$ cat config.mk
export PLATFORM = sky130hd
export DESIGN_NAME = priority_top_k_selector_unit
export DESIGN_NICKNAME = d
export VERILOG_FILES = /design/src/hw/rtl/ptks_pkg.sv /design/src/hw/rtl/ptks_cell.sv /design/src/hw/rtl/ptks_seq.sv /design/src/hw/rtl/priority_top_k_selector_unit.sv
export SDC_FILE = /design/constraint.sdc
export NUM_CORES = 1
export LEC_CHECK = 0
export BUFFER_PORTS_ARGS = -buffer_cell sky130_fd_sc_hd__buf_2
export CORE_UTILIZATION = 35
export DETAILED_ROUTE_END_ITERATION = 8
export GPL_ROUTABILITY_DRIVEN = 0
export HOLD_SLACK_MARGIN = 0.02
export REMOVE_ABC_BUFFERS = 1
export SETUP_SLACK_MARGIN = 0.05
export SLEW_MARGIN = 20
export SYNTH_ARGS = -nofsm -noshare
export SYNTH_HDL_FRONTEND = slang
export SYNTH_HIERARCHICAL = 1
export SYNTH_SLANG_ARGS = --single-unit
export TNS_END_PERCENT = 5
$ cat constraint.sdc
create_clock -name clk -period 4.6 [get_ports clk]
set_input_delay 0.23 -clock clk [delete_from_list [all_inputs] [get_ports clk]]
set_output_delay 0.23 -clock clk [all_outputs]
set_load 0.02 [all_outputs]
$ cat src/hw/rtl/ptks_pkg.sv
package ptks_pkg;

  localparam int CAPACITY     = 16;
  localparam int ENTITY_COUNT = 1024;
  localparam int PRIO_W       = 16;

  localparam int ENT_W   = $clog2(ENTITY_COUNT);
  localparam int CNT_W   = (CAPACITY > 1) ? $clog2(CAPACITY) : 1;
  localparam int HELD_W  = $clog2(CAPACITY + 1);
  localparam int LIMIT_W = 5;
  localparam int CMP_W   = 8;
  localparam int TDATA_W = ((ENT_W + PRIO_W + 7) / 8) * 8;
  localparam int PAD_W   = TDATA_W - ENT_W - PRIO_W;

  localparam int CFG_ADDR_W = 3;
  localparam int CFG_DATA_W = 32;

  // one slot of the ring; done marks a slot already sent in the current frame
  typedef struct packed {
    logic                     done;
    logic [ENT_W-1:0]         ent;
    logic signed [PRIO_W-1:0] prio;
  } entry_t;

  // per-cell strobes
  typedef struct packed {
    logic shift;
    logic load;
    logic clr_done;
    logic set_done;
  } cell_ctl_t;

  // sequencer to ring
  typedef struct packed {
    logic                     shift;
    logic                     load_en;
    logic [CNT_W-1:0]         load_idx;
    logic [ENT_W-1:0]         load_ent;
    logic signed [PRIO_W-1:0] load_prio;
    logic                     clr_done;
    logic                     set_done;
    logic [CNT_W-1:0]         set_idx;
  } ring_ctl_t;

endpackage

$ cat src/hw/rtl/ptks_cell.sv
module ptks_cell (
  input  logic                              clk,
  input  ptks_pkg::cell_ctl_t               ctl,
  input  ptks_pkg::entry_t                  shift_in,
  input  logic [ptks_pkg::ENT_W-1:0]        load_ent,
  input  logic signed [ptks_pkg::PRIO_W-1:0] load_prio,
  output ptks_pkg::entry_t                  q
);

  ptks_pkg::entry_t slot_r;

  always_ff @(posedge clk) begin
    if (ctl.shift) begin
      slot_r <= shift_in;
    end else begin
      if (ctl.load) begin
        slot_r.ent  <= load_ent;
        slot_r.prio <= load_prio;
      end
      if (ctl.clr_done) begin
        slot_r.done <= 1'b0;
      end else if (ctl.set_done) begin
        slot_r.done <= 1'b1;
      end
    end
  end

  assign q = slot_r;

endmodule

$ cat src/hw/rtl/ptks_seq.sv
module ptks_seq (
  input  logic                                clk,
  input  logic                                rst_n,
  input  logic                                in_valid,
  output logic                                in_ready,
  input  logic                                in_has_cand,
  input  logic [ptks_pkg::ENT_W-1:0]          in_ent,
  input  logic signed [ptks_pkg::PRIO_W-1:0]  in_prio,
  input  logic                                in_end,
  input  logic [ptks_pkg::LIMIT_W-1:0]        kept_limit,
  input  ptks_pkg::entry_t                    head,
  output ptks_pkg::ring_ctl_t                 ring,
  output logic                                out_valid,
  input  logic                                out_ready,
  output logic [ptks_pkg::ENT_W-1:0]          out_ent,
  output logic signed [ptks_pkg::PRIO_W-1:0]  out_prio,
  output logic                                out_last,
  output logic                                out_empty
);

  typedef enum logic [5:0] {
    S_IDLE  = 6'b000001,
    S_MIN   = 6'b000010,
    S_REPL  = 6'b000100,
    S_EMIT  = 6'b001000,
    S_ESCAN = 6'b010000,
    S_PUT   = 6'b100000
  } state_t;

  state_t state_r, state_nxt;

  logic [ptks_pkg::HELD_W-1:0]         held_r;
  logic [ptks_pkg::HELD_W-1:0]         left_r;
  logic [ptks_pkg::CNT_W-1:0]          cnt_r;
  logic [ptks_pkg::ENT_W-1:0]          cand_ent_r;
  logic signed [ptks_pkg::PRIO_W-1:0]  cand_prio_r;
  logic                                end_pend_r;
  logic [ptks_pkg::ENT_W-1:0]          best_ent_r;
  logic signed [ptks_pkg::PRIO_W-1:0]  best_prio_r;
  logic [ptks_pkg::CNT_W-1:0]          best_idx_r;
  logic                                found_r;
  logic                                empty_r;
  logic                                out_valid_r;
  logic [ptks_pkg::ENT_W-1:0]          out_ent_r;
  logic signed [ptks_pkg::PRIO_W-1:0]  out_prio_r;
  logic                                out_last_r;
  logic                                out_empty_r;

  logic                       in_fire;
  logic                       out_free;
  logic                       put_fire;
  logic                       step_held;
  logic                       cnt_last;
  logic                       room;
  logic                       last_pick;
  logic [ptks_pkg::CMP_W-1:0] lim8;
  logic [ptks_pkg::CMP_W-1:0] eff8;
  logic [ptks_pkg::CMP_W-1:0] held8;

  assign in_ready  = (state_r == S_IDLE);
  assign in_fire   = in_valid && in_ready;
  assign out_free  = !out_valid_r || out_ready;
  assign put_fire  = (state_r == S_PUT) && out_free;
  assign step_held = ptks_pkg::HELD_W'(cnt_r) < held_r;
  assign cnt_last  = (cnt_r == ptks_pkg::CNT_W'(ptks_pkg::CAPACITY - 1));
  assign last_pick = empty_r || (left_r == ptks_pkg::HELD_W'(1));

  // zero or anything past capacity means full capacity
  assign lim8  = ptks_pkg::CMP_W'(kept_limit);
  assign eff8  = (lim8 == '0 || lim8 > ptks_pkg::CMP_W'(ptks_pkg::CAPACITY)) ?
                 ptks_pkg::CMP_W'(ptks_pkg::CAPACITY) : lim8;
  assign held8 = ptks_pkg::CMP_W'(held_r);
  assign room  = held8 < eff8;

  always_comb begin
    state_nxt = state_r;
    unique case (state_r)
      S_IDLE: begin
        if (in_fire) begin
          if (in_has_cand && !room) begin
            state_nxt = S_MIN;
          end else if (in_end) begin
            state_nxt = S_EMIT;
          end
        end
      end
      S_MIN:   if (cnt_last) state_nxt = S_REPL;
      S_REPL:  state_nxt = end_pend_r ? S_EMIT : S_IDLE;
      S_EMIT:  state_nxt = (held_r == '0) ? S_PUT : S_ESCAN;
      S_ESCAN: if (cnt_last) state_nxt = S_PUT;
      S_PUT: begin
        if (out_free) begin
          state_nxt = last_pick ? S_IDLE : S_ESCAN;
        end
      end
      default: state_nxt = S_IDLE;
    endcase
  end

  always_comb begin
    ring           = '0;
    ring.shift     = (state_r == S_MIN) || (state_r == S_ESCAN);
    ring.clr_done  = (state_r == S_EMIT);
    ring.set_done  = put_fire && !empty_r;
    ring.set_idx   = best_idx_r;
    ring.load_idx  = best_idx_r;
    ring.load_ent  = cand_ent_r;
    ring.load_prio = cand_prio_r;
    if (state_r == S_IDLE) begin
      ring.load_en   = in_fire && in_has_cand && room;
      ring.load_idx  = held_r[ptks_pkg::CNT_W-1:0];
      ring.load_ent  = in_ent;
      ring.load_prio = in_prio;
    end else if (state_r == S_REPL) begin
      ring.load_en = cand_prio_r > best_prio_r;
    end
  end

  always_ff @(posedge clk) begin
    if (!rst_n) begin
      state_r     <= S_IDLE;
      held_r      <= '0;
      cnt_r       <= '0;
      out_valid_r <= 1'b0;
    end else begin
      state_r <= state_nxt;

      if (state_r == S_IDLE && in_fire) begin
        cand_ent_r  <= in_ent;
        cand_prio_r <= in_prio;
        end_pend_r  <= in_end;
        cnt_r       <= '0;
        if (in_has_cand && room) begin
          held_r <= held_r + ptks_pkg::HELD_W'(1);
        end
      end

      // first minimum over held slots, slot t sits at the head on step t
      if (state_r == S_MIN) begin
        cnt_r <= cnt_last ? '0 : cnt_r + ptks_pkg::CNT_W'(1);
        if (step_held && (cnt_r == '0 || head.prio < best_prio_r)) begin
          best_prio_r <= head.prio;
          best_idx_r  <= cnt_r;
        end
      end

      if (state_r == S_EMIT) begin
        left_r  <= held_r;
        empty_r <= (held_r == '0);
        found_r <= 1'b0;
        cnt_r   <= '0;
      end

      // first maximum among slots not yet sent keeps ties in slot order
      if (state_r == S_ESCAN) begin
        cnt_r <= cnt_last ? '0 : cnt_r + ptks_pkg::CNT_W'(1);
        if (step_held && !head.done && (!found_r || head.prio > best_prio_r)) begin
          best_prio_r <= head.prio;
          best_ent_r  <= head.ent;
          best_idx_r  <= cnt_r;
          found_r     <= 1'b1;
        end
      end

      if (put_fire) begin
        out_valid_r <= 1'b1;
        left_r      <= left_r - ptks_pkg::HELD_W'(1);
        found_r     <= 1'b0;
        cnt_r       <= '0;
        if (last_pick) begin
          held_r <= '0;
        end
      end else if (out_ready) begin
        out_valid_r <= 1'b0;
      end
    end
  end

  always_ff @(posedge clk) begin
    if (put_fire) begin
      out_ent_r   <= empty_r ? '0 : best_ent_r;
      out_prio_r  <= empty_r ? '0 : best_prio_r;
      out_last_r  <= last_pick;
      out_empty_r <= empty_r;
    end
  end

  assign out_valid = out_valid_r;
  assign out_ent   = out_ent_r;
  assign out_prio  = out_prio_r;
  assign out_last  = out_last_r;
  assign out_empty = out_empty_r;

  a_held_cap: assert property (@(posedge clk) disable iff (!rst_n)
    held8 <= ptks_pkg::CMP_W'(ptks_pkg::CAPACITY))
    else $error("held count above capacity");

  a_last_clears: assert property (@(posedge clk) disable iff (!rst_n)
    (put_fire && last_pick) |=> (held_r == '0 && state_r == S_IDLE))
    else $error("store not emptied after final result");

  a_scan_ends: assert property (@(posedge clk) disable iff (!rst_n)
    (state_r == S_ESCAN && cnt_last) |=> (state_r == S_PUT && cnt_r == '0))
    else $error("emit scan did not hand over");

  a_pick_found: assert property (@(posedge clk) disable iff (!rst_n)
    (put_fire && !empty_r) |-> found_r)
    else $error("result sent without a chosen slot");

  a_no_accept_busy: assert property (@(posedge clk) disable iff (!rst_n)
    (state_r == S_ESCAN || state_r == S_MIN) |-> !in_ready)
    else $error("input taken during a ring scan");

endmodule

$ cat src/hw/rtl/priority_top_k_selector_unit.sv
// Keeps the top candidates of a frame in a ring of slot cells and emits them
// sorted by descending priority (ties in slot order) on frame end. A candidate
// that finds a free slot below the limit is loaded straight into it. Once the
// limit is reached, the ring rotates once past the head comparator to find the
// first minimum, then the slot is overwritten if the new priority is strictly
// higher. On frame end every result is chosen by one full rotation of the
// ring; a result not yet taken on out_tready holds back the next one. An empty
// frame gives one result flagged in out_tuser. Results sit in an output
// register, so the next input transaction is taken while the final result
// waits downstream.
// Register 0 (byte address 0): kept_limit, 0 or above capacity means all slots.
module priority_top_k_selector_unit (
  input  logic                                 clk,
  input  logic                                 rst_n,

  input  logic                                 in_tvalid,
  output logic                                 in_tready,
  input  logic [ptks_pkg::TDATA_W-1:0]         in_tdata,  // cand_ent, cand_prio, pad
  input  logic                                 in_tuser,  // has_candidate
  input  logic                                 in_tlast,  // frame_end

  output logic                                 out_tvalid,
  input  logic                                 out_tready,
  output logic [ptks_pkg::TDATA_W-1:0]         out_tdata, // kept_ent, kept_prio, pad
  output logic                                 out_tuser, // empty_frame
  output logic                                 out_tlast, // last_of_run

  input  logic                                 cfg_psel,
  input  logic                                 cfg_penable,
  input  logic                                 cfg_pwrite,
  input  logic [ptks_pkg::CFG_ADDR_W-1:0]      cfg_paddr,
  input  logic [ptks_pkg::CFG_DATA_W-1:0]      cfg_pwdata,
  output logic [ptks_pkg::CFG_DATA_W-1:0]      cfg_prdata,
  output logic                                 cfg_pready
);

  logic [ptks_pkg::LIMIT_W-1:0] kept_limit_r;
  logic                         cfg_hit;

  assign cfg_pready = 1'b1;
  assign cfg_hit    = (cfg_paddr[ptks_pkg::CFG_ADDR_W-1:2] == '0);

  always_ff @(posedge clk) begin
    if (!rst_n) begin
      kept_limit_r <= '0;
    end else if (cfg_psel && cfg_penable && cfg_pwrite && cfg_pready && cfg_hit) begin
      kept_limit_r <= cfg_pwdata[ptks_pkg::LIMIT_W-1:0];
    end
  end

  assign cfg_prdata = cfg_hit ? ptks_pkg::CFG_DATA_W'(kept_limit_r) : '0;

  ptks_pkg::entry_t    cell_q [ptks_pkg::CAPACITY];
  ptks_pkg::ring_ctl_t ring;

  // slot k lives in cell k when the ring is at rest; a shift moves every
  // slot one cell toward the head, which wraps around to the tail
  for (genvar k = 0; k < ptks_pkg::CAPACITY; k++) begin : g_cell
    ptks_pkg::cell_ctl_t ctl;
    assign ctl.shift    = ring.shift;
    assign ctl.load     = ring.load_en  && (ring.load_idx == ptks_pkg::CNT_W'(k));
    assign ctl.clr_done = ring.clr_done;
    assign ctl.set_done = ring.set_done && (ring.set_idx == ptks_pkg::CNT_W'(k));

    ptks_cell u_cell (
      .clk       (clk),
      .ctl       (ctl),
      .shift_in  (cell_q[(k + 1) % ptks_pkg::CAPACITY]),
      .load_ent  (ring.load_ent),
      .load_prio (ring.load_prio),
      .q         (cell_q[k])
    );
  end

  logic [ptks_pkg::ENT_W-1:0]         out_ent;
  logic signed [ptks_pkg::PRIO_W-1:0] out_prio;

  ptks_seq u_seq (
    .clk         (clk),
    .rst_n       (rst_n),
    .in_valid    (in_tvalid),
    .in_ready    (in_tready),
    .in_has_cand (in_tuser),
    .in_ent      (in_tdata[ptks_pkg::ENT_W-1:0]),
    .in_prio     (in_tdata[ptks_pkg::ENT_W +: ptks_pkg::PRIO_W]),
    .in_end      (in_tlast),
    .kept_limit  (kept_limit_r),
    .head        (cell_q[0]),
    .ring        (ring),
    .out_valid   (out_tvalid),
    .out_ready   (out_tready),
    .out_ent     (out_ent),
    .out_prio    (out_prio),
    .out_last    (out_tlast),
    .out_empty   (out_tuser)
  );

  if (ptks_pkg::PAD_W > 0) begin : g_pad
    assign out_tdata = {{ptks_pkg::PAD_W{1'b0}}, out_prio, out_ent};
  end else begin : g_nopad
    assign out_tdata = {out_prio, out_ent};
  end

endmodule
After elaboration in Yosys (flattened, before gate mapping). Index checks and enable logic that the tools add are counted.

Output and inout bits: 69. Input bits: 76. Register bits: 545.

Multiplexer cells: 103. Magnitude comparators: 6. Add/subtract/negate cells: 3. Equal/unequal tests: 43. Reductions and logical operators: 103. Bitwise operators: 2.

Operators with widths (count): $mux W27 (16); $mux W26 (16); $eq A4 B4 Y1 const B (17); $mux W16 (4); $reduce_bool A3 Y1 (16); $logic_and A1 B1 Y1 (46); $mux W5 (9); $mux W6 (7); $mux W4 (10); $mux W1 (39); $pmux W6 S6 (1); $reduce_bool A2 Y1 (18); $eq A4 B3 Y1 const B (8); $gt A16 B16 Y1 (2); $mux W30 (1); $eq A4 B2 Y1 const B (4); $lt A16 B16 Y1 (1); $logic_not A4 Y1 (3); $eq A4 B1 Y1 const B (2); $logic_not A8 Y1 (1); $lt A5 B8 Y1 (1); $eq A6 B1 Y1 const B (1); $eq A6 B2 Y1 const B (1); $eq A6 B3 Y1 const B (1); other kinds (21) (35).

Logic depth before layout (Yosys ltp).
Depth after elaboration: 9. Mapped depth: 12. Depth with buffers taken out: 12.

By module. Netlist, hierarchy kept.

Modules (own cells, without submodules): ptks_cell (sequential area each 810.8 µm², times used 16, area an instance 1151.1 µm², cells an instance 60); ptks_seq (sequential area each 3083.0 µm², times used 1, area an instance 5626.6 µm², cells an instance 506); priority_top_k_selector_unit (sequential area each 100.1 µm², times used 1, area an instance 754.5 µm², cells an instance 110).

Worst setup path before layout. Ideal clock, no wire load.

Path type: reg-to-reg. Start point: register kept_limit_r[0] (netlist name). End point: register g_cell[0].u_cell.slot_r (netlist bit g_cell[0].u_cell/q[0]) (enable). Period minus slack after synthesis: 3.478 ns. Required time: 4.236 ns. Buffers on the path: 0. Arrival: 3.114 ns. Stages on the path, launching flop included: 11. Slack: 1.122 ns. Cell sequence: dfxtp_1 > or4_1 > ha_1 > or3b_2 > a21oi_1 > o21ai_0 > a21oi_2 > a21o_1 > or3b_4 > nor3_2 > or2_2.

RTL lines: start: declaration (RTL line priority_top_k_selector_unit.sv:37) `logic [ptks_pkg::LIMIT_W-1:0] kept_limit_r;`; start signal: assignment (RTL line priority_top_k_selector_unit.sv:47) `kept_limit_r <= cfg_pwdata[ptks_pkg::LIMIT_W-1:0];`; end signal: assignment (RTL line ptks_cell.sv:14) `slot_r <= shift_in;`; end: declaration (RTL line ptks_cell.sv:10) `ptks_pkg::entry_t slot_r;`.

==> impl_metrics.ini <==
[pwr]
p_comb_frac = 0.231
power.density_nw_per_um2 = 494
power.internal_mw = 10.3
vdd_ir_drop_max_uv = 283
power.switching_mw = 3.69
pwr-share-clk = 0.317
seqPwrFrac = 0.452
p_sw_frac = 0.264
p_leak_nw = 9.80

[die]
ioPinCount = 145
fp-row-count = 97
start_util = 0.354
die-width_um = 268
fp.dieArea_um2 = 71900
die_h_um = 268
core_um2 = 70000

[sta]
fin_setup_tns_ns = 0
skew_ns = 0.0347
relSlewSlack = 0.282
hold_violations = 0
finalSetupViolations = 0
period_needed_ns = 4.02
tightest_slew_ns = 1.08
hold_ws_ns = 0.0749
rsz0062_at_grt = false
fmax_mhz = 249
worst_slack_ns = 0.584
layout_worst_path_cycle_share = 0.873
final_max_slew_viol_count = 0

[cts]
cts_tree = done
cts_buffers = 55
clock_latency_ns = 0.62
cts_sinks = 545
cts-root-buf = clkbuf_16
path_clk_slew_ns = 0.06
htreeDepth = 2
ctsLongestPathBuffers = 3

[run_status]
status = finished, final reports clean

[synth]
synth.largest_area_cell = edfxtp_1
syn_inst = 1576
ys_top_cells_by_area = edfxtp_1 (63%), mux2_2 (19%), ha_1 (2.3%)
ys_ff_latch = 545
yosysWarnings = 6
syn_area_um2 = 24800
synth-seq-area-share = 0.651
synthDistinctLibCells = 58
syn_avg_cell_area_um2 = 15.7
ys_async_sr_fraction = 0
synth_top_area_frac = 0.635
ys.flop_type = edfxtp_1
synth-edff-count = 524

[place]
placed_area_um2 = 26100
portBuffers = 75
hpwl_um = 32500
pre_cts_ws_ns = 0.635

[routing]
vias = 13300
ant_nets = 0
routedWlPerCell_um = 19.9
viasPerCell = 4.94
drt-initial-drc-count = 886
drc = 0
routed_wl_um = 53700
first_pass_iters = 8

[global_routing]
grt_use_total = 0.149
grt_start_max_net_pins = 110
grt-ovfl-total = 0
antenna_found_initial = 0
grt_pass1_vias = 13500
grt_pass1_wl_um = 82200

[worst_setup_path]
startpoint_type = flop
path_class = reg -> reg
worstPathMaxFanout = 16
cp-end-kind = flop
crit_chain = or4_1, ha_1, or3b_2, a21oi_1, o21ai_0, a21oi_2, a21o_1, nand3_1, nor3_1, or2_2, buf_12
cp_slowest_cell = or4_1
timing.critical_path.buf_inv = 1
required_ns = 4.89
cp_top_family = simple AND/OR/NAND/NOR gates
arrival_ns = 4.31
max_stage_delay_ns = 0.54

[finish]
final_common_cell = edfxtp_1
fin_area_um2 = 28200
final_util = 0.403
layout-drive-gt1-share = 0.371
areaGrowthSynthToFinish_pct = 13.9
final_net_count = 1830
mostFrequentLayoutCells = edfxtp_1 (524), mux2_2 (416), nand2_1 (125)

[run]
drv_cap = 0

[hold_path]
min_path_type = in -> reg
-- layer usage --
layer / vias to the layer above / track usage / part of all wire / wire length, um
met5: - / 0 / 0 / 0
met4: 0 / 0.0378 / 0.018 / 971
met3: 74 / 0.0202 / 0.044 / 2360
met2: 313 / 0.241 / 0.47 / 25100
met1: 6749 / 0.212 / 0.47 / 25200
li1: 6174 / - / - / -
-- final cells by class --
type / count / area (um2)
clock inverter: 29 / 250
timing repair buffer: 139 / 1100
clock buffer: 75 / 1530
fill: 6462 / 41800
sequential: 545 / 16200
tap: 940 / 1180
inverter: 39 / 154
multi-input combinational: 928 / 7880
antenna: 1 / 2.50
-- flip-flops by register name (all words and copies together), names as in the netlist, 4 cells and up --
signal,flops
u_seq/left_r,5
u_seq/cand_ent_r,10
u_seq/state_r,6
u_seq/best_ent_r,10
u_seq/best_prio_r,16
u_seq/cand_prio_r,16
kept_limit_r,5
g_cell.u_cell/q,432
u_seq/cnt_r,4
u_seq/out_prio,16
u_seq/held_r,5
u_seq/best_idx_r,4
u_seq/out_ent,10
-- path summary, 6_finish.rpt --
| path | start | to | slack, ns | cells past startpoint |
|---|---|---|---|---|
| worst max-delay path | kept_limit_r[0] | g_cell[12].u_cell/q[4] | 0.58 | 11 |
| worst min-delay path | in_tvalid | u_seq/state_r[0] | 0.07 | 4 |
| worst max register to register | kept_limit_r[0] | g_cell[12].u_cell/q[4] | 0.58 | 11 |
| worst min register to register | g_cell[0].u_cell/q[19] | u_seq/best_ent_r[3] | 0.46 | 0 |
-- synth_stat cells, types with 5 or more instances --
master and instances:
a211oi_1 5, nand2b_1 13, nand3_1 7, or2_2 16, a21oi_1 19, buf_6 19
edfxtp_1 524, nand2_1 125, ha_1 46, nand3b_1 12, o21ai_0 37, mux2i_1 7
nor2_1 65, mux2_4 20, and2b_2 5, or3_1 16, mux2_2 416, nand4_1 7
clkbuf_1 7, nor4_1 5, nor2b_1 14, buf_4 66, nor3_1 12, inv_1 38
dfxtp_1 21
-- cells by family after synthesis --
logic type / synth area share
XOR/XNOR: 0.00283
multiplexers: 0.204
other: 0.000303
buffers and inverters: 0.0362
AO/OA/AOI/OAI: 0.0206
flip-flops: 0.651
AND/OR/NAND/NOR: 0.0616
adder cells (fa/ha/maj): 0.0232
-- what timing repair did --
action                    4_1_cts  5_1_grt
resized for setup               0        0
hold endpoints to repair       33        0
buffers inserted                0        0
hold buffers                   33        0
-- power by group through the flow --
stage | registers [mW] | logic [mW] | clock network, mW
final | 6.31 | 3.22 | 4.42
after floorplan | 6.37 | 2.29 | 0
after detailed placement | 6.41 | 3.20 | 0
after global placement | 6.41 | 3.15 | 0
after CTS | 6.31 | 3.26 | 4.54
after global routing | 6.32 | 3.54 | 4.73
-- worst reg2reg max path, delay by kind of cell (launching register included) --
kind | cells | cell delay [ns]
compound gates | 4 | 0.93
fa+ha+maj | 1 | 0.31
buf+inv | 1 | 0.25
flops | 1 | 0.34
simple gates | 5 | 1.86
-- stage by stage --
stage | power (mW) | cells
finish | 13.9 | 2696
global route | 14.6 | 2695
CTS | 14.1 | 2695
detailed placement | 9.61 | 2558
global placement | 9.56 | 2558
floorplan | 8.66 | 1512
No activity file was read; power rests on OpenSTA's default activity.
